===== src/mtm_pkg.sv =====
`timescale 1ns / 1ps
package mtm_pkg;

	localparam int TILE_DIM = 3;
	localparam int IDX_W = 2;
	localparam int FIELD_W = 16;
	localparam int C_WIDTH = 48;

	typedef enum logic [1:0] {
		OP_CLEAR  = 2'd0,
		OP_UPDATE = 2'd1,
		OP_DRAIN  = 2'd2
	} op_t;

	typedef struct packed {
		logic             valid;
		op_t              opcode;
		logic [IDX_W-1:0] tile_row;
		logic [IDX_W-1:0] tile_col;
	} ctrl_t;

endpackage


===== src/mtm_cell.sv =====
`timescale 1ns / 1ps
module mtm_cell import mtm_pkg::*; #(
	parameter int DATA_WIDTH = 16,
	parameter int ACC_WIDTH = 48,
	parameter int ROW = 0
) (
	input  logic                                 clk,
	input  logic                                 arst_n,
	input  logic                                 en,
	input  ctrl_t                                ctrl_in,
	input  logic [TILE_DIM-1:0][DATA_WIDTH-1:0]  a_in,
	input  logic [TILE_DIM-1:0][DATA_WIDTH-1:0]  b_in,
	input  logic [C_WIDTH-1:0]                   c_old_in,
	input  logic [ACC_WIDTH-1:0]                 acc_in,
	output ctrl_t                                ctrl_out,
	output logic [TILE_DIM-1:0][DATA_WIDTH-1:0]  a_out,
	output logic [TILE_DIM-1:0][DATA_WIDTH-1:0]  b_out,
	output logic [C_WIDTH-1:0]                   c_old_out,
	output logic [ACC_WIDTH-1:0]                 acc_out
);

	localparam int PROD_W = 2 * DATA_WIDTH;
	localparam int EXT_W = (PROD_W > ACC_WIDTH) ? PROD_W : ACC_WIDTH;

	ctrl_t                               ctrl_s1;
	logic [TILE_DIM-1:0][DATA_WIDTH-1:0] a_s1;
	logic [TILE_DIM-1:0][DATA_WIDTH-1:0] b_s1;
	logic [C_WIDTH-1:0]                  c_old_s1;
	logic [ACC_WIDTH-1:0]                acc_s1;
	logic signed [PROD_W-1:0]            prod_s1 [TILE_DIM];

	ctrl_t                               ctrl_s2;
	logic [TILE_DIM-1:0][DATA_WIDTH-1:0] a_s2;
	logic [TILE_DIM-1:0][DATA_WIDTH-1:0] b_s2;
	logic [C_WIDTH-1:0]                  c_old_s2;
	logic [ACC_WIDTH-1:0]                acc_s2;

	logic [ACC_WIDTH-1:0]                acc_q [TILE_DIM];
	logic [ACC_WIDTH-1:0]                prod_ext [TILE_DIM];
	logic [ACC_WIDTH-1:0]                acc_rd;
	logic                                drain_hit;

	// stage 1: this row's three products
	always_ff @(posedge clk or negedge arst_n) begin
		if (!arst_n) begin
			ctrl_s1 <= '0;
		end else if (en) begin
			ctrl_s1 <= ctrl_in;
		end
	end

	always_ff @(posedge clk) begin
		if (en) begin
			a_s1     <= a_in;
			b_s1     <= b_in;
			c_old_s1 <= c_old_in;
			acc_s1   <= acc_in;
			for (int c = 0; c < TILE_DIM; c++) begin
				prod_s1[c] <= $signed(a_in[ROW]) * $signed(b_in[c]);
			end
		end
	end

	always_comb begin
		logic signed [EXT_W-1:0] wide;
		for (int c = 0; c < TILE_DIM; c++) begin
			wide = EXT_W'(prod_s1[c]);
			prod_ext[c] = wide[ACC_WIDTH-1:0];
		end
	end

	always_comb begin
		case (ctrl_s1.tile_col)
			IDX_W'(0): acc_rd = acc_q[0];
			IDX_W'(1): acc_rd = acc_q[1];
			IDX_W'(2): acc_rd = acc_q[2];
			default:   acc_rd = '0;
		endcase
	end

	assign drain_hit = ctrl_s1.valid && (ctrl_s1.opcode == OP_DRAIN)
		&& (ctrl_s1.tile_row == IDX_W'(ROW));

	// stage 2: accumulate or clear, pick up the drained value
	always_ff @(posedge clk or negedge arst_n) begin
		if (!arst_n) begin
			ctrl_s2 <= '0;
			for (int c = 0; c < TILE_DIM; c++) begin
				acc_q[c] <= '0;
			end
		end else if (en) begin
			ctrl_s2 <= ctrl_s1;
			if (ctrl_s1.valid) begin
				case (ctrl_s1.opcode)
					OP_CLEAR: begin
						for (int c = 0; c < TILE_DIM; c++) begin
							acc_q[c] <= '0;
						end
					end
					OP_UPDATE: begin
						for (int c = 0; c < TILE_DIM; c++) begin
							acc_q[c] <= acc_q[c] + prod_ext[c];
						end
					end
					default: begin
					end
				endcase
			end
		end
	end

	always_ff @(posedge clk) begin
		if (en) begin
			a_s2     <= a_s1;
			b_s2     <= b_s1;
			c_old_s2 <= c_old_s1;
			acc_s2   <= drain_hit ? acc_rd : acc_s1;
		end
	end

	assign ctrl_out  = ctrl_s2;
	assign a_out     = a_s2;
	assign b_out     = b_s2;
	assign c_old_out = c_old_s2;
	assign acc_out   = acc_s2;

	a_clear_zeroes: assert property (@(posedge clk) disable iff (!arst_n)
		en && ctrl_s1.valid && ctrl_s1.opcode == OP_CLEAR
		|=> acc_q[0] == '0 && acc_q[1] == '0 && acc_q[2] == '0)
		else $error("accumulators not cleared");

	a_drain_keeps: assert property (@(posedge clk) disable iff (!arst_n)
		en && ctrl_s1.valid && ctrl_s1.opcode == OP_DRAIN
		|=> acc_q[0] == $past(acc_q[0]) && acc_q[1] == $past(acc_q[1])
			&& acc_q[2] == $past(acc_q[2]))
		else $error("drain altered accumulators");

	a_stall_holds: assert property (@(posedge clk) disable iff (!arst_n)
		!en |=> $stable(acc_q[0]) && $stable(acc_q[1]) && $stable(acc_q[2])
			&& $stable(ctrl_s2))
		else $error("cell moved while stalled");

endmodule


===== config.mk =====
export PLATFORM = sky130hd
export DESIGN_NAME = mtm_cell
export DESIGN_NICKNAME = d
export VERILOG_FILES = /design/src/mtm_pkg.sv /design/src/mtm_cell.sv
export SDC_FILE = /design/constraint.sdc
export NUM_CORES = 2
export LEC_CHECK = 0
export BUFFER_PORTS_ARGS = -buffer_cell sky130_fd_sc_hd__buf_4
export CAP_MARGIN = 10
export CORE_AREA = 2 2 382 384
export DETAILED_ROUTE_END_ITERATION = 10
export DIE_AREA = 0 0 384 386
export HOLD_SLACK_MARGIN = 0.15
export PLACE_DENSITY = 0.7
export SYNTH_ARGS = -nofsm -noshare
export SYNTH_HDL_FRONTEND = slang
export SYNTH_SLANG_ARGS = --single-unit

===== constraint.sdc =====
create_clock -name clk -period 4.3 [get_ports clk]
set_input_delay 0.86 -clock clk [delete_from_list [all_inputs] [get_ports clk]]
set_output_delay 0.86 -clock clk [all_outputs]
set_load 0.01 [all_outputs]

# == After elaboration in Yosys (flattened, before gate mapping) ==
# Memories as Yosys holds them, arrays and structs flattened.
# Cells that the tools add are included.
# word_totals
ff_bits,542
inputBits,202
mem_bits_rw,96
output_inout_bits,199
word_cells,50
memories,1
# memory_table
name,depth,width,read_ports,rd_ports_with_merged_regs,write_ports,line_no,rtl
prod_s1,3,32,3,0,3,mtm_cell.sv:30,logic signed [PROD_W-1:0] prod_s1 [TILE_DIM];
# op_classes
multipliers,3
eq_ne,4
addsub,3
reduce_logical,7
mux,5
# op_table
operator,n
one-hot mux 144 bit (2 select lines),1
adder 48 bit,3
one-hot mux 48 bit (3 select lines),1
multiplier 16 x 16 -> 32 bit,3
two-way mux 48 bit,1
logical NOT 2 bit,3
"equality test 2 x 1 -> 1 bit, second input constant",2
"equality test 2 bit, second input constant",2
AND reduction 3 bit,1
logical AND 1 bit,2
two-way mux 1 bit,2
nonzero test 2 bit,1

# == Longest topological paths before layout ==
# logic_depth
depth_word,4
depth_mapped,25
ltp_nobuf,24

# == Worst setup path after synthesis ==
# No wires, ideal clock.
# synth_timing
path_kind,input-to-reg
from,in a_in[15] (netlist name)
to,mem prod_s1[0][94] (netlist name) (data pin)
arrival_time_ns,6.898
path_slack_ns,-2.861
path_buffers,2
required_ns,4.037
stages,23
setup_ns,0.263
cell_sequence,clkbuf_1 clkbuf_1 nand2_1 inv_1 fa_1 fa_1 fa_1 fa_1 fa_1 inv_1 fa_1 inv_1 ha_1 and4_1 nand2_1 o211ai_1 a21o_1 a21oi_1 nor2b_1 o21ai_0 a2111oi_0 a41o_1 a2111o_1
# synth_rtl
item,line_no,rtl
start: declaration,mtm_cell.sv:11,"input logic [TILE_DIM-1:0][DATA_WIDTH-1:0] a_in,"
end: declaration,mtm_cell.sv:30,

==> run summary <==
status: finished with violations
failing checks: negative setup slack
antenna violations before repair: 6
cell area after synthesis: 0.0587 sq mm
Yosys top cell area share: 26.9%
layout cells sized above 1: 24.5%
I/O Pins: 401
Final Hold Viols: 0
clk slew on worst S/H paths: 0.06 ns
DR WL/cell: 19.7 microns
FP Rows: 140
GRT overflow: 0
# nets final: 7880
via/cell ratio: 5.13
max_slew headroom: 24.7%
Buf/Inv on CP: 7
synthesized net count: 6967
drt drc: 0
Yosys top cell by area: fa_1
worst-path fanout max: 6
Reg2Reg Setup Slack: 0.45 ns
synthesis-stage register bit count: 638
slowest CP cell: fa_1
CTS max path bufs: 3
Root Driver: clkbuf_16
starting density of the core: 40.6%
largest net degree at the start of global routing: 174
critical path launch point type: input pin
Area Growth Syn to Fin: 26.0%
met1 Track Usage GR: 30.3%
die height: 386 microns
H-Tree Depth: 3
post-place setup slack: -2.59 ns
Die W: 384 microns
CP most frequent cell: fa_1
# fillers: 12700
multi-input logic area: 0.0380 sq mm
worst path cell trace: buf_16 > and2_4 > fa_1 > inv_2 > fa_1 > fa_1 > fa_1 > inv_2 > fa_1 > inv_1 > fa_1 > inv_2 > ha_4 > a21o_1 > buf_4 > buf_6 > a21oi_4 > nor2_1 > or3_1 > o211ai_1 > o2111ai_2 > a31o_2 > a21oi_2 > xnor2_1
I/O Buffers: 400
Tmin final: 5.98 ns
number of synthesized flops with an enable pin: 480
Synth Flop Type: edfxtp_1
DP HPWL: 129000 microns
latest clock arrival within the worst-skew pair: 0.72 ns
fmax: 167 MHz
CTS tree: built
max-cap viol count: 0
Async S/R FF share, synth: 24.8%
GRT Util Overall: 22.6%
syn_area_per_cell: 10.5 sq um
1st-pass router iterations: 5
core area: 0.145 sq mm
GRT met3 Usage: 3.53%
GP Congestion: 0.947
final hold slack: 0.220 ns
Critical Path AT: 6.43 ns
vias in the first global route: 45700
Final WS setup: -1.68 ns
commonest non-fill, non-tap cell in the layout: buf_4
slowest cell delay on critical path: 0.55 ns
GRT busiest layer: met2
vias post-DR: 43500
CTS Buf Count: 77
DRT iter0 DRCs: 2814
Slew @ Worst Pin: 1.13 ns
# clock sinks: 638
register area share after synthesis: 31.3%
Final period util: 139%
first-pass GRT wire length: 259000 microns
Slew Limit Fails: 0
final setup fails: 70
Synth Warn #: 0
Cells after Synth: 5589
CP required: 4.75 ns
Setup CP Type: input pin to flop
FF+latch area: 0.0184 sq mm
Max Clock Skew: 0.0317 ns
met2 usage: 37.0%
Largest delay share family, worst path: adder cells
Hold Path Class: input pin to async pin
most frequent cells in the layout: buf_4, inv_1, fa_1
post-route ant nets: 0
Total Routed Length: 167000 microns
RSZ-0062 raised after global routing: yes
Synth area leaders: fa_1, edfxtp_1, ha_1
CP endpoint kind: flop
die area: 0.148 sq mm
count of cell types in the netlist: 93
sequential cells by signal, summed over array words and instances (netlist names), 48 cells and up:
name / flops
b_s1: 48
a_out: 48
c_old_s1: 48
a_s1: 48
acc_q: 144
acc_out: 48
b_out: 48
c_old_out: 48
prod_s1: 96
acc_s1: 48
cells by family (layout without fill, tap and decap cells):
kind of cell	after synthesis	after routing	share of synthesized area (%)
AO/OA/AOI/OAI	894	894	9.78
other	0	1	0
multiplexers	63	63	1.10
XOR/XNOR	221	221	3.30
AND/OR/NAND/NOR	1481	1481	12.2
flip-flops	638	638	31.3
buffers and inverters	1116	2090	7.15
adder cells (fa/ha/maj)	1176	1176	35.1
synthesized netlist by cell type (12+ instances only):
cell type and count:
inv_1 897, fa_1 789, nand2_1 590, edfxtp_1 480, ha_1 387, and2_1 383, a21oi_1 291, nor2_1 240
clkbuf_1 205, o21ai_0 187, dfrtp_1 158, xnor2_1 145, a21o_1 130, xor2_1 76, mux2i_1 50, nand2b_1 38
nand3_1 37, o21bai_1 36, nor3_1 33, and3_1 32, nor2b_1 27, o21a_1 27, o31ai_1 27, nand4_1 24
a211oi_1 23, a31oi_1 19, o211ai_1 17, or3_1 14, mux2_2 13, or2_2 12
worst register-to-register path, cell delays in order (launching register included):
cell and delay [ns]:
dfrtp_1 0.40, ha_1 0.24, fa_1 0.41, a21o_1 0.19, a21o_1 0.21, a21oi_1 0.27, nor2_1 0.11, a41o_1 0.33
a2111oi_2 0.56, nor3_1 0.15, a211oi_2 0.42, nand2_1 0.16, a211o_1 0.28
worst paths after layout:
| check | from | endpoint | depth (start not counted) |
|---|---|---|---|
| worst max-delay path | a_in[7] | prod_s1[0][27] | 24 |
| worst min-delay path | arst_n | ctrl_out[2] | 1 |
| worst max register to register | acc_q[0] | acc_q[46] | 12 |
| worst min register to register | b_s1[33] | b_out[33] | 0 |
| max in group asynchronous | arst_n | acc_q[8] | 2 |
| min in group clk | acc_in[9] | acc_s1[9] | 1 |
timing repair:
action	in CTS	in global routing
hold buffers	0	0
endpoints found under the setup margin	70	72
pin swaps	160	160
buffers inserted	78	40
resized for setup	276	204
cloned	14	4
final cells by class:
class | count | area share (%)
Sequential cell | 638 | 24.8
Multi-Input combinational cell | 3835 | 51.4
Clock inverter | 43 | 0.622
Timing Repair Buffer | 1053 | 12.6
Tap cell | 1917 | 3.24
Clock buffer | 97 | 2.80
Inverter | 897 | 4.55
Antenna cell | 1 | 0.00338
metrics by stage:
| stage | instances | util (%) | area (sq um) | TNS (ns) |
|---|---|---|---|---|
| finish | 8481 | 51.2 | 74000 | -82.53 |
| global route | 8480 | 51.2 | 74000 | -91.57 |
| CTS | 8450 | 50.6 | 73100 | -77.46 |
| detailed placement | 8225 | 47.3 | 68400 | -143.00 |
| global placement | 8225 | 47.3 | 68400 | -139.68 |
| floorplan | 5589 | - | 60000 | -101.47 |
layer usage:
layer | up-vias | part of all wire, % | wire [microns]
met5 | - | 0.0072 | 12
met4 | 2 | 4.4 | 7320
met3 | 297 | 6.6 | 11100
met2 | 1371 | 46 | 77700
met1 | 21800 | 43 | 71300
li1 | 20100 | - | -
Power is left out: the tool's default activity adds up to more than one toggle a clock period on the data nets, which glitch-free logic cannot reach.
