### src/mtm_pkg.sv
`timescale 1ns / 1ps
package mtm_pkg;

	localparam int TILE_DIM = 3;
	localparam int IDX_W = 2;
	localparam int FIELD_W = 16;
	localparam int C_WIDTH = 48;

	typedef enum logic [1:0] {
		OP_CLEAR  = 2'd0,
		OP_UPDATE = 2'd1,
		OP_DRAIN  = 2'd2
	} op_t;

	typedef struct packed {
		logic             valid;
		op_t              opcode;
		logic [IDX_W-1:0] tile_row;
		logic [IDX_W-1:0] tile_col;
	} ctrl_t;

endpackage

### src/mtm_sat.sv
`timescale 1ns / 1ps
module mtm_sat import mtm_pkg::*; #(
	parameter int ACC_WIDTH = 48
) (
	input  logic                 clk,
	input  logic                 arst_n,
	input  logic                 en,
	input  ctrl_t                ctrl_in,
	input  logic [ACC_WIDTH-1:0] acc_in,
	input  logic [C_WIDTH-1:0]   c_old_in,
	output logic                 out_valid,
	output logic [C_WIDTH-1:0]   out_data
);

	localparam int SUM_W = ((ACC_WIDTH > C_WIDTH) ? ACC_WIDTH : C_WIDTH) + 1;

	logic signed [SUM_W-1:0] sum;
	logic signed [SUM_W-1:0] sat_hi;
	logic signed [SUM_W-1:0] sat_lo;
	logic [C_WIDTH-1:0]      sat_val;
	logic                    valid_q;
	logic [C_WIDTH-1:0]      data_q;

	always_comb begin
		sum = SUM_W'($signed(acc_in)) + SUM_W'($signed(c_old_in));
		sat_hi = {{(SUM_W-C_WIDTH+1){1'b0}}, {(C_WIDTH-1){1'b1}}};
		sat_lo = ~sat_hi;
		if (sum > sat_hi) begin
			sat_val = sat_hi[C_WIDTH-1:0];
		end else if (sum < sat_lo) begin
			sat_val = sat_lo[C_WIDTH-1:0];
		end else begin
			sat_val = sum[C_WIDTH-1:0];
		end
	end

	// only a drain item leaves a result; others drop here
	always_ff @(posedge clk or negedge arst_n) begin
		if (!arst_n) begin
			valid_q <= 1'b0;
		end else if (en) begin
			valid_q <= ctrl_in.valid && (ctrl_in.opcode == OP_DRAIN);
		end
	end

	always_ff @(posedge clk) begin
		if (en) begin
			data_q <= sat_val;
		end
	end

	assign out_valid = valid_q;
	assign out_data  = data_q;

	a_valid_from_drain: assert property (@(posedge clk) disable iff (!arst_n)
		$rose(valid_q) |-> $past(ctrl_in.valid && ctrl_in.opcode == OP_DRAIN && en))
		else $error("result without drain item");

	a_sat_range: assert property (@(posedge clk) disable iff (!arst_n)
		en && ctrl_in.valid && ctrl_in.opcode == OP_DRAIN && sum > sat_hi
		|=> data_q == sat_hi[C_WIDTH-1:0])
		else $error("positive saturation missed");

endmodule

### config.mk
export PLATFORM = sky130hd
export DESIGN_NAME = mtm_sat
export DESIGN_NICKNAME = d
export VERILOG_FILES = /design/src/mtm_pkg.sv /design/src/mtm_sat.sv
export SDC_FILE = /design/constraint.sdc
export NUM_CORES = 1
export LEC_CHECK = 0
export BUFFER_PORTS_ARGS = -buffer_cell sky130_fd_sc_hd__buf_2
export CAP_MARGIN = 10
export CORE_MARGIN = 4
export CORE_UTILIZATION = 48
export CTS_CLUSTER_DIAMETER = 50
export DETAILED_ROUTE_END_ITERATION = 8
export GPL_TIMING_DRIVEN = 0
export MAX_ROUTING_LAYER = met4
export PLACE_DENSITY = 0.87
export SLEW_MARGIN = 15
export SYNTH_ARGS = -nofsm -noshare
export SYNTH_HDL_FRONTEND = slang
export SYNTH_SLANG_ARGS = --single-unit
### constraint.sdc
create_clock -name clk -period 1.72 [get_ports clk]
set_clock_uncertainty 0.15 [all_clocks]
set_input_delay 0.172 -clock clk [delete_from_list [all_inputs] [get_ports clk]]
set_output_delay 0.172 -clock clk [all_outputs]
set_load 0.01 [all_outputs]
## Word-level counts from Yosys, hierarchy flattened

Cells that the tools add are included.
Widths: inputs -> output; s select.

| word-level totals | value |
|---|---|
| register bits after elaboration | 49 |
| latch bits | 0 |
| memory bits (writable) | 0 |
| bits in read-only memories | 0 |
| input bits | 106 |
| output and inout bits | 49 |
| memories kept | 0 |

| cells by class | value |
|---|---|
| add/subtract/negate cells | 1 |
| multipliers | 0 |
| div/mod/pow operators | 0 |
| magnitude comparators | 2 |
| eq/ne operators | 1 |
| shift-type cells | 0 |
| multiplexer cells | 1 |
| bitwise operators | 0 |
| reductions and logical operators | 1 |

Operators by type and width:

| operator | number |
|---|---|
| $add 48x48->49 | 1 |
| $gt 49x48->1 const B | 1 |
| $lt 49x48->1 const B | 1 |
| $mux 48 | 1 |
| $eq 2x2->1 const B | 1 |
| $logic_and 1x1->1 | 1 |

## Longest topological paths before layout

Gate-level depths: netlist of the first run.

| depth | value |
|---|---|
| depth in word-level cells | 3 |
| mapped depth | 12 |

## Worst setup path before layout of the first run

Ideal clock, no wire load.

| timing | value |
|---|---|
| path kind | input -> register |
| from | input port acc_in[0] |
| to | register data_q[0], in the netlist out_data[0], data pin |
| library setup time | 0.261 ns |
| data arrival time | 2.858 ns |
| required time | 1.309 ns |
| setup slack | -1.550 ns |
| stages | 12 |
| path buffers | 1 |
| path through | ha_1 > fa_1 > a211oi_1 > o211ai_1 > a221oi_1 > a211oi_1 > or2_1 > a21oi_1 > o31ai_2 > nor2_2 > buf_2 > nor2_1 |

| between the ends | value |
|---|---|
| cells in the longest elaborated chain, start to end | 3 |
| elaborated cells on any way between the ends | 4 |
| those cells by class | 1 x add/sub; 2 x order compare; 1 x mux |

RTL lines:

| item | line | source |
|---|---|---|
| start: declaration | mtm_sat.sv:9 | `input logic [ACC_WIDTH-1:0] acc_in,` |
| $add 48x48->49 (*) | mtm_sat.sv:25 | `sum = SUM_W'($signed(acc_in)) + SUM_W'($signed(c_old_in));` |
| $lt 49x48->1 | mtm_sat.sv:30 | `end else if (sum < sat_lo) begin` |
| $mux 48 | mtm_sat.sv:30 |  |
| end signal: assignment | mtm_sat.sv:48 | `data_q <= sat_val;` |
| end: declaration | mtm_sat.sv:22 | `logic [C_WIDTH-1:0] data_q;` |

Every way passes the cells marked *; elsewhere a longest branch is shown, timed or not.
A chain may end at the register's enable or synchronous reset.

## Worst setup path after layout of the first run

| timing | value |
|---|---|
| from | input port acc_in[10] |
| to | register data_q[43], in the netlist out_data[43], data pin |

Same word-level chain as after synthesis.

==> results of run 1 <==
layout by cell type, fill, tap and decap left out, types with 10 or more instances in the layout:
| cell | synthesis | layout |
|---|---|---|
| buf_2 | 6 | 146 |
| a21oi_1 | 67 | 56 |
| nand2_1 | 55 | 51 |
| edfxtp_1 | 48 | 48 |
| a21oi_2 | 31 | 32 |
| buf_4 | 0 | 31 |
| ha_1 | 48 | 31 |
| nor2_1 | 32 | 28 |
| o21ai_0 | 37 | 26 |
| xnor2_1 | 25 | 24 |
| xor2_1 | 19 | 16 |
| ha_4 | 0 | 14 |
| buf_6 | 3 | 13 |
| nand4_1 | 12 | 12 |
| a21oi_4 | 0 | 10 |
| a21o_1 | 10 | 10 |
layout make-up:
| class | instances | area, µm² |
|---|---|---|
| inverter | 9 | 33.8 |
| clock inverter | 3 | 46.3 |
| sequential | 49 | 1470 |
| multi-input combinational | 441 | 3690 |
| tap | 129 | 161 |
| clock buffer | 5 | 68.8 |
| buffer | 21 | 206 |
| timing repair buffer | 202 | 1360 |
| fill | 631 | 2300 |
sequential cells by signal (all words and copies together) (netlist names):
name       cells
out_data      48
out_valid      1
critical path, cell delays in order:
cell and delay (ns):
buf_6 0.10, ha_4 0.26, buf_6 0.12, nand2_8 0.06
o21ai_4 0.16, a41o_1 0.23, a21oi_4 0.06, o41a_1 0.49
o41ai_4 0.51, xor2_4 0.29, nor2_4 0.09, buf_12 0.16
buf_12 0.14, o31ai_4 0.18
what timing repair did:
action / CTS / global route
endpoints found under the hold margin: 2 / 0
setup buffers: 18 / 23
gates resized for setup: 64 / 87
setup endpoints to repair: 48 / 48
cloned: 4 / 5
pin swaps: 24 / 41
hold buffers: 4 / 0
cells by family after synthesis:
| family | Yosys count |
|---|---|
| adders and majority gates | 50 |
| DFF | 49 |
| and+or+nand+nor | 138 |
| xor gates and xnor gates | 45 |
| AOI/OAI and AO/OA | 206 |
| muxes | 1 |
| buffers and inverters | 32 |
report_power, final:
part	switching (µW)	total, µW	internal [µW]
Combinational	1760	3250	1490
Sequential	85.2	1740	1660
Clock	442	878	436
Total	2290	5870	3580
metal layers:
layer,up-vias,routed length (µm),track usage [%]
met5,-,0,-
met2,328,8620,43.9
met4,0,522,7.31
met3,60,1600,3.83
met1,2416,6720,32.9
li1,2386,-,-
path summary, 6_finish.rpt:
path,startpoint,endpoint,slack [ns],cells past startpoint
worst max-delay path,acc_in[10],out_data[43],-1.33,14
worst min-delay path,ctrl_in[4],out_valid,0.01,3
worst max register to register,out_valid,out_valid,0.91,2
worst min register to register,out_valid,out_valid,0.40,2
max in group asynchronous,arst_n,out_valid,0.75,3
min in group asynchronous,arst_n,out_valid,0.56,3
per-stage QoR:
step,hold slack [ns],cells
2_1_floorplan,-0.274,521
3_3_place_gp,-0.203,800
3_5_place_dp,-0.201,800
4_1_cts,0.00227,834
5_1_grt,0.0465,859
6_report,0.0150,859
==> key figures, run 1 <==
Status
  • Outcome: complete, but fails checks
  • Failing checks: setup timing

Power
  • Max IR drop VDD: 0.000421 V
  • Pwr Total: 5870 µW
  • PD cells: 835 nW/µm²
  • Pleak: 0.00286 µW

Timing
  • Worst slew margin: 23.0%
  • Max Slew Vio Count: 0
  • Endpoints failing setup: 48
  • Final hold vios: 0
  • Max Fclk: 0.328 GHz
  • RSZ-0062 raised after global routing: true
  • Final WS setup: -1.33 ns
  • Setup_tns: -60.38 ns
  • Final min period: approximately 3 ns
  • Pin slew with the least headroom to its limit: 1.16 ns
  • Final period util: 177%

Synth
  • Fraction of synthesized area in multiplexers: less than 1%
  • Post-synth top cells: a21oi_1, nand2_1, edfxtp_1, ha_1, o21ai_0
  • Ys async rst share: under 10%
  • Top-count cell post-synth: a21oi_1
  • Yosys top cell area share: a little under a third
  • Syn Std Cell Area: 4650 µm²
  • Area contributors post-synth: edfxtp_1, ha_1, a21oi_1
  • Synth cell types: 57
  • Avg Inst Size Synth: 8.93 µm²
  • EDFF count, synth: 48
  • Synth Warn #: 0
  • Post-synthesis compound-gate area fraction: about 29%
  • Synth Area in Simple Gates: 13.7%
  • FF+latch count, synth: 49
  • Syn Inst Count: 521
  • Main combinational cell family by area after synthesis: compound AO/OA/AOI/OAI gates
  • Synth Flop Type: edfxtp_1
  • XOR/XNOR Fraction of Synth Area: 8.63%
  • Adder-cell share of the synthesized area: a little over an eighth
  • Seq/Total Area, Yosys: 31.5%
  • Synth area leader: edfxtp_1
  • Syn nets: about 680

Global routing
  • First-pass GRT wire length: 23.2 mm
  • Pin count of the biggest net entering global routing: a little over 50
  • Number of global-route vias before repair: 4825
  • GRT Util Overall: 26.1%
  • GRT overflow: 0
  • Initial antenna violation count: 0

Clock tree
  • CTS max path bufs: 2
  • H-tree levels: 2
  • Clock sink count: 49
  • Clock Latency Late Sink: ~0.32 ns
  • TritonCTS buffer count: 5
  • TritonCTS clock tree: yes
  • Clock Tree Root: clkbuf_8
  • Worst-path clk slew: 0.10 ns

Place
  • PortBufs: 150
  • Place WS: -1.81 ns
  • Placed wire-length estimate: around 11 mm
  • RD Place Congestion: 0.943
  • Post-place instance area: 5720 µm²

Worst hold path
  • Worst Hold Class: in -> reg

Die
  • Core ar.: 9330 µm²
  • Starting density of the core: 49.9%
  • DIE AREA: ~11000 µm²
  • Chip width: 106 µm
  • Io pins: roughly 160
  • Die Ht: about 110 µm
  • FP Rows: 35

Route
  • Via-to-Cell Ratio: 6.04
  • Residual DRC count: 0
  • ANT nets after route: 0
  • Post-Route WL: 17.5 mm
  • Drt pass-1 iters: 6
  • DR vias: 5190
  • WL per Instance: ~20 µm
  • 1st-iter DRT viols: 349

Worst setup path
  • CP max FO: 6
  • Data required, critical path: 1.72 ns
  • Critical path class: in -> reg
  • Crit path arrival time: 3.05 ns
  • Startpoint class of the critical path: input pin
  • Endpoint type of the worst setup path: flop

Job
  • Maxcap violations: 0

Cells and area
  • Layout area overhead: 51.0%
  • Fin area: between 7000 and 8000 µm²
  • Fin util: 75.4%
  • Layout cells sized above 1: a little under half
  • Inserted Diodes: 0
  • Final Net Count: 884
(Power assumes the default switching activity.)
==> run 2, diff against run 1 <==
--- a/config.mk
+++ b/config.mk
@@ -14,6 +14,7 @@
 export GPL_TIMING_DRIVEN = 0
 export MAX_ROUTING_LAYER = met4
 export PLACE_DENSITY = 0.87
+export RECOVER_POWER = 50
 export SLEW_MARGIN = 15
 export SYNTH_ARGS = -nofsm -noshare
 export SYNTH_HDL_FRONTEND = slang
==> run 2 against run 1 <==
The flow still finishes with violations (setup timing). Fmax shrank 0.37%. Clock power barely moved. Critical path depth stayed put. Sequential power about the same. Non-clock buffer count stayed put. Die area did not move. Wire length increased by 0.21%. Total power fell by 0.85%. First-iteration DRC count up 19%. Count of clock-buffer cells in the layout is the same. Flip-flop and latch count unchanged. Critical path type unchanged. Critical endpoint unchanged.
==> key figures, run 2 (same netlist as run 1, synthesis figures left out) <==
Worst setup path
  • Crit. Startpoint: acc_in[10]
  • Endpoint type of the worst setup path: flop
  • Worst path top cell family by delay: compound AO/OA/AOI/OAI gates
  • Reg-to-reg endpoint: out_valid
  • Cells along the critical path: buf_6 -> ha_4 -> buf_6 -> nand2_8 -> o21ai_4 -> a41o_1 -> a21oi_4 -> o41a_1 -> o41ai_4 -> xor2_4 -> nor2_4 -> buf_12 -> buf_12 -> o31ai_4
  • Startpoint class of the critical path: input pin
  • Reg2Reg Setup Slack: approximately 0.90 ns
  • CP bufs+invs: 4
  • Crit path arrival time: about 3.1 ns
  • Data required, critical path: 1.72 ns
  • Beginning of the worst register-to-register path: out_valid
  • CP max FO: 6
  • Slowest cell on crit path: o41ai_4
  • CP peak stage delay: roughly 0.5 ns
  • CP Depth: 14
  • Worst r2r path cells: 2
  • Critical path class: in -> reg

Place
  • PortBufs: 150
  • Place WS: -1.81 ns
  • RD Place Congestion: 0.943
  • Post-place instance area: ~5700 µm²
  • DP Cell Count: 800
  • Placed wire-length estimate: 11.1 mm

Global routing
  • GRT Util Overall: between 20% and 30%
  • GRT overflow: 0
  • Pin count of the biggest net entering global routing: 51
  • Initial antenna violation count: 0
  • Number of global-route vias before repair: 4825
  • First-pass GRT wire length: approximately 23 mm

Cells and area
  • Most common cell after layout, fill and taps aside: buf_2
  • Non-filler cells in the finished layout: approximately 860
  • Layout area overhead: 49.8%
  • Fin area: 6970 µm²
  • Most frequent cells in the layout: buf_2, a21oi_1, clkbuf_1, nand2_1, edfxtp_1
  • Final Net Count: 884
  • Max reg flops: 48
  • Layout cells sized above 1: slightly below 40%
  • Multi-input logic area: 3690 µm²
  • Fill cells: 661
  • Area occupied by registers: 1470 µm²
  • Inserted Diodes: 0

Die
  • Io pins: roughly 160
  • Die Ht: 106 µm
  • FP Rows: 35
  • DIE AREA: roughly 11000 µm²
  • Chip width: between 100 and 150 µm
  • Core ar.: 9330 µm²
  • Starting density of the core: 49.9%

Route
  • Via-to-Cell Ratio: 6.03
  • 1st-iter DRT viols: 417
  • Post-Route WL: ~18 mm
  • ANT nets after route: 0
  • WL per Instance: 20.4 µm
  • DR vias: between 5000 and 6000
  • Residual DRC count: 0
  • Drt pass-1 iters: 5

Power
  • Pint: approximately 3500 µW
  • Comb power frac: 54.9%
  • Clk pwr share: 15.1%
  • Sequential share of power: around 30%
  • Pwr Total: 5820 µW
  • Sw power: 2300 µW
  • Switching fraction of total power: 39.5%
  • PD cells: 835 nW/µm²
  • Pleak: 0.00273 µW
  • Max IR drop VDD: 0.000420 V

Clock tree
  • Worst-path clk slew: 0.10 ns
  • Clock Tree Root: clkbuf_8
  • CTS max path bufs: 2
  • Clock Latency Late Sink: 0.32 ns
  • H-tree levels: 2
  • Clock sink count: a little under 50
  • TritonCTS buffer count: 5
  • TritonCTS clock tree: yes

Timing
  • RSZ-0062 raised after global routing: true
  • Pin slew with the least headroom to its limit: 1.15 ns
  • Max Slew Vio Count: 0
  • Final hold vios: 0
  • Max Fclk: approximately 0.33 GHz
  • Final min period: around 3.1 ns
  • Final period util: 178%
  • Final WS setup: -1.34 ns
  • Endpoints failing setup: 48
  • WHS: 0.0110 ns
  • Worst slew margin: 23.5%

Worst hold path
  • WHS Endpoint: out_valid
  • Worst hold path stage count: 3
  • Hold Startpoint: ctrl_in[4]
  • Worst Hold Class: in -> reg

Status
  • Outcome: complete, but fails checks
  • Failing checks: setup timing

Job
  • Maxcap violations: 0
run 2: power groups by stage:
stage	clock network, µW	logic [µW]	registers, µW
2_1_floorplan	0	1380	1880
3_3_place_gp	0	2190	1750
3_5_place_dp	0	2250	1760
4_1_cts	845	2640	1730
5_1_grt	911	3390	1770
6_report	878	3190	1750
run 2: area by class of cell:
class	instances	area share [%]
inverters	9	0.485
plain buffers	21	2.96
well taps	129	2.32
clock inverters	3	0.664
multi-input cells	441	52.9
flip-flops and latches	49	21.0
repair buffers	202	18.6
clock buffers	5	0.987
run 2: how the worst max path moves through the flow:
stage	slack (ns)	end
6_report	-1.34	out_data[43]
5_1_grt	-1.40	out_data[43]
2_1_floorplan	-1.10	out_data[15]
3_5_place_dp	-1.81	out_data[45]
3_3_place_gp	-1.88	out_data[45]
4_1_cts	-1.27	out_data[34]
run 2: repair_timing:
item,in CTS,in global routing
resized for setup,64,87
cloned,4,5
buffers inserted,18,23
hold endpoints to repair,2,0
pin swaps,24,41
setup endpoints to repair,48,48
hold buffers,4,0
run 2: metrics by stage:
step	setup TNS [ns]	utilization (%)
6_report	-60.30	74.7
5_1_grt	-63.37	74.7
4_1_cts	-58.18	67.9
3_5_place_dp	-79.41	61.3
3_3_place_gp	-79.76	61.3
2_1_floorplan	-51.67	-
run 2: metal layers:
layer,global-route usage (%),wire length [µm],vias up,part of all wire [%]
met5,-,0,-,0
met4,7.31,499,0,2.9
met3,3.83,1580,54,9.0
met2,43.9,8650,315,49
met1,32.9,6770,2423,39
li1,-,-,2388,-
run 2: worst register-to-register path, delay by kind of cell, from the launching register on:
family                 cells  cell delay [ns]
DFF                        1             0.39
AOI/OAI and AO/OA          1             0.07
buffers and inverters      1             0.05
==> run 3, diff against run 2 <==
--- a/config.mk
+++ b/config.mk
@@ -5,6 +5,7 @@
 export SDC_FILE = /design/constraint.sdc
 export NUM_CORES = 1
 export LEC_CHECK = 0
+export ABC_AREA = 1
 export BUFFER_PORTS_ARGS = -buffer_cell sky130_fd_sc_hd__buf_2
 export CAP_MARGIN = 10
 export CORE_MARGIN = 4
@@ -13,7 +14,7 @@
 export DETAILED_ROUTE_END_ITERATION = 8
 export GPL_TIMING_DRIVEN = 0
 export MAX_ROUTING_LAYER = met4
-export PLACE_DENSITY = 0.87
+export PLACE_DENSITY = 0.83
 export RECOVER_POWER = 50
 export SLEW_MARGIN = 15
 export SYNTH_ARGS = -nofsm -noshare
==> run 3 against run 2 <==
The run still ends with setup timing left. Wire length up 23%. Count of clock-buffer cells in the layout up 1. Flip-flop and latch count unchanged. Register-to-register slack better by 0.02 ns. Highest routed layer unchanged. Critical path depth up 10. Sequential share of layout area down 4.0 points. Combinational power down 3%. Largest power group unchanged.
==> key figures, run 3 <==
Clock tree
  • H-tree levels: 2
  • Clock Tree Root: clkbuf_16
  • CTS max path bufs: 2
  • TritonCTS buffer count: 5
  • Clock Latency Late Sink: 0.28 ns
  • TritonCTS clock tree: yes
  • Clock sink count: 49
  • Worst-path clk slew: 0.06 ns

Cells and area
  • Layout cells sized above 1: about a quarter
  • Fin area: 8600 µm²
  • Fin util: 67.6%
  • Inserted Diodes: 0
  • Final Net Count: 1456
  • Layout area overhead: 36.4%
  • Most common cell after layout, fill and taps aside: nand2_1
  • Max reg flops: 48
  • Most frequent cells in the layout: nand2_1, inv_1, buf_2, nand3_1, nor2_1
  • Fill cells: 1197

Worst setup path
  • CP max FO: 10
  • Reg2Reg Setup Slack: 0.92 ns
  • Cells along the critical path: buf_2 -> ha_4 -> nand2_2 -> inv_1 -> nand2_1 -> nand3_1 -> inv_1 -> nand2_2 -> inv_1 -> nand2_1 -> nand2_1 -> nand3_1 -> nand2_1 -> nand2_1 -> nor2_1 -> nand2_1 -> nor2_2 -> inv_2 -> nor2_1 -> nor2_1 -> nand2_2 -> buf_6 -> buf_8 -> nand2_1
  • Worst path top cell family by delay: simple AND/OR/NAND/NOR gates
  • Critical path's most frequent cell: nand2_1
  • Crit path arrival time: 2.70 ns
  • Slowest cell on crit path: ha_4
  • CP bufs+invs: 7
  • Beginning of the worst register-to-register path: out_valid
  • Endpoint type of the worst setup path: flop
  • CP Depth: 24
  • Data required, critical path: 1.60 ns
  • Crit. Startpoint: acc_in[21]
  • Worst r2r path cells: 2
  • CP peak stage delay: 0.27 ns
  • Startpoint class of the critical path: input pin
  • Critical path class: in -> reg
  • Reg-to-reg endpoint: out_valid

Route
  • Residual DRC count: 0
  • DR vias: approximately 7600
  • Metal2 WL: 9.86 mm
  • M1 WL: 9.56 mm
  • WL per Instance: 14.7 µm
  • Post-Route WL: 21.6 mm
  • Uppermost layer routed: met4
  • ANT nets after route: 0
  • 1st-iter DRT viols: about 690
  • Met3 WL: 1.65 mm
  • Via-to-Cell Ratio: 5.15
  • Drt pass-1 iters: 7

Timing
  • Final min period: 2.82 ns
  • Max Slew Vio Count: 0
  • Setup_tns: -50.02 ns
  • Max Fclk: 0.355 GHz
  • Endpoints failing setup: 48
  • Final hold vios: 0
  • RSZ-0062 raised after global routing: true
  • WHS: 0.0295 ns
  • Pin slew with the least headroom to its limit: just over 1 ns
  • Worst slew margin: about a third
  • Final WS setup: -1.10 ns
  • Final period util: 164%

Status
  • Outcome: complete, but fails checks
  • Failing checks: setup timing

Place
  • RD Place Congestion: 0.958
  • PortBufs: 150
  • Post-place instance area: 7290 µm²
  • Place WS: -1.60 ns
  • Placed wire-length estimate: 16.7 mm

Global routing
  • First-pass GRT wire length: 33.6 mm
  • Pin count of the biggest net entering global routing: 51
  • GRT overflow: 0
  • GRT Util Overall: roughly 29%
  • Initial antenna violation count: 0
  • Number of global-route vias before repair: 6929

Synth
  • Yosys top cell area share: 29.5%
  • Avg Inst Size Synth: 5.68 µm²
  • Synth Flop Type: edfxtp_1
  • Syn Std Cell Area: 6300 µm²
  • Top-count cell post-synth: nand2_1
  • EDFF count, synth: 48
  • Synth area leader: nand2_1
  • Seq/Total Area, Yosys: 23.3%
  • FF+latch count, synth: 49
  • Ys async rst share: between 2 and 2.5%
  • Synth Warn #: 0
  • Synth cell types: 32
  • Post-synth top cells: nand2_1, inv_1, nor2_1
  • Syn Inst Count: approximately 1100
  • Syn nets: 1265
  • Area contributors post-synth: nand2_1, edfxtp_1, inv_1

Die
  • Chip width: 123 µm
  • Starting density of the core: between 40% and 50%
  • Core ar.: 12700 µm²
  • FP Rows: 41
  • Io pins: 155
  • DIE AREA: 15000 µm²
  • Die Ht: 123 µm

Worst hold path
  • Worst Hold Class: in -> async

Power
  • Max IR drop VDD: approximately 0.0005 V
  • Pleak: 0.00459 µW
  • PD cells: 681 nW/µm²

Job
  • Maxcap violations: 0
-- run 3: changes by cell type after synthesis, moves of 24 or more --
cell     delta
xnor2_1    -24
inv_1     +178
nand3_1    +79
a21oi_1    -31
o21ai_0    -26
nand2_1   +440
nor2_1     +72
a21oi_2    -31
-- run 3: metrics by stage --
stage	cells	power, µW
floorplan	1110	3370
detailed placement	1432	4210
finish	1474	5850
global route	1474	6250
global placement	1432	4170
CTS	1472	5720
-- run 3: repair_timing --
| item | in CTS | in global routing |
|---|---|---|
| endpoints found under the hold margin | 2 | 0 |
| hold buffers | 2 | 0 |
| pin swaps | 30 | 8 |
| buffers inserted | 28 | 2 |
| endpoints found under the setup margin | 48 | 48 |
| gates cloned | 2 | 0 |
| resized for setup | 192 | 32 |
-- run 3: cell families (layout without fill, tap and decap cells) --
kind of cell / Yosys count / after routing / synth area share (%)
XOR/XNOR: 1 / 1 / 0.139
flip-flops: 49 / 49 / 23.3
adder cells (fa/ha/maj): 49 / 49 / 9.85
buffers and inverters: 210 / 402 / 13.1
AND/OR/NAND/NOR: 744 / 744 / 48.5
AO/OA/AOI/OAI: 57 / 57 / 5.10
-- run 3: worst max-delay path by stage --
| stage | endpoint |
|---|---|
| 4_1_cts | out_data[45] |
| 3_3_place_gp | out_data[41] |
| 3_5_place_dp | out_data[46] |
| 5_1_grt | out_data[6] |
| 6_report | out_data[45] |
| 2_1_floorplan | out_data[10] |
-- run 3: final cells by class --
class | count | area [µm²] | share of cell area, %
clock buffers | 6 | 129 | 1.50
plain buffers | 10 | 100 | 1.16
flip-flops and latches | 49 | 1470 | 17.1
multi-input cells | 851 | 4930 | 57.3
inverters | 200 | 751 | 8.73
repair buffers | 184 | 973 | 11.3
well taps | 172 | 215 | 2.50
clock inverters | 2 | 33.8 | 0.393
-- run 3: worst register-to-register path: stages, from the launching register on --
cell     delay, ns
dfrtp_1       0.37
inv_1         0.05
o21ai_0       0.07
-- run 3: per-layer routing --
metal	vias up	GRT usage, %
met1	3413	39.8
met4	0	8.33
met5	-	-
li1	3819	-
met3	38	1.20
met2	320	47.0
-- run 3: report_power, final --
group / leakage, µW / internal [µW] / switching, µW / total (µW)
registers: 0.000484 / 1630 / 59.1 / 1680
clock network: 0.0000785 / 681 / 383 / 1060
logic: 0.00402 / 1180 / 1930 / 3100
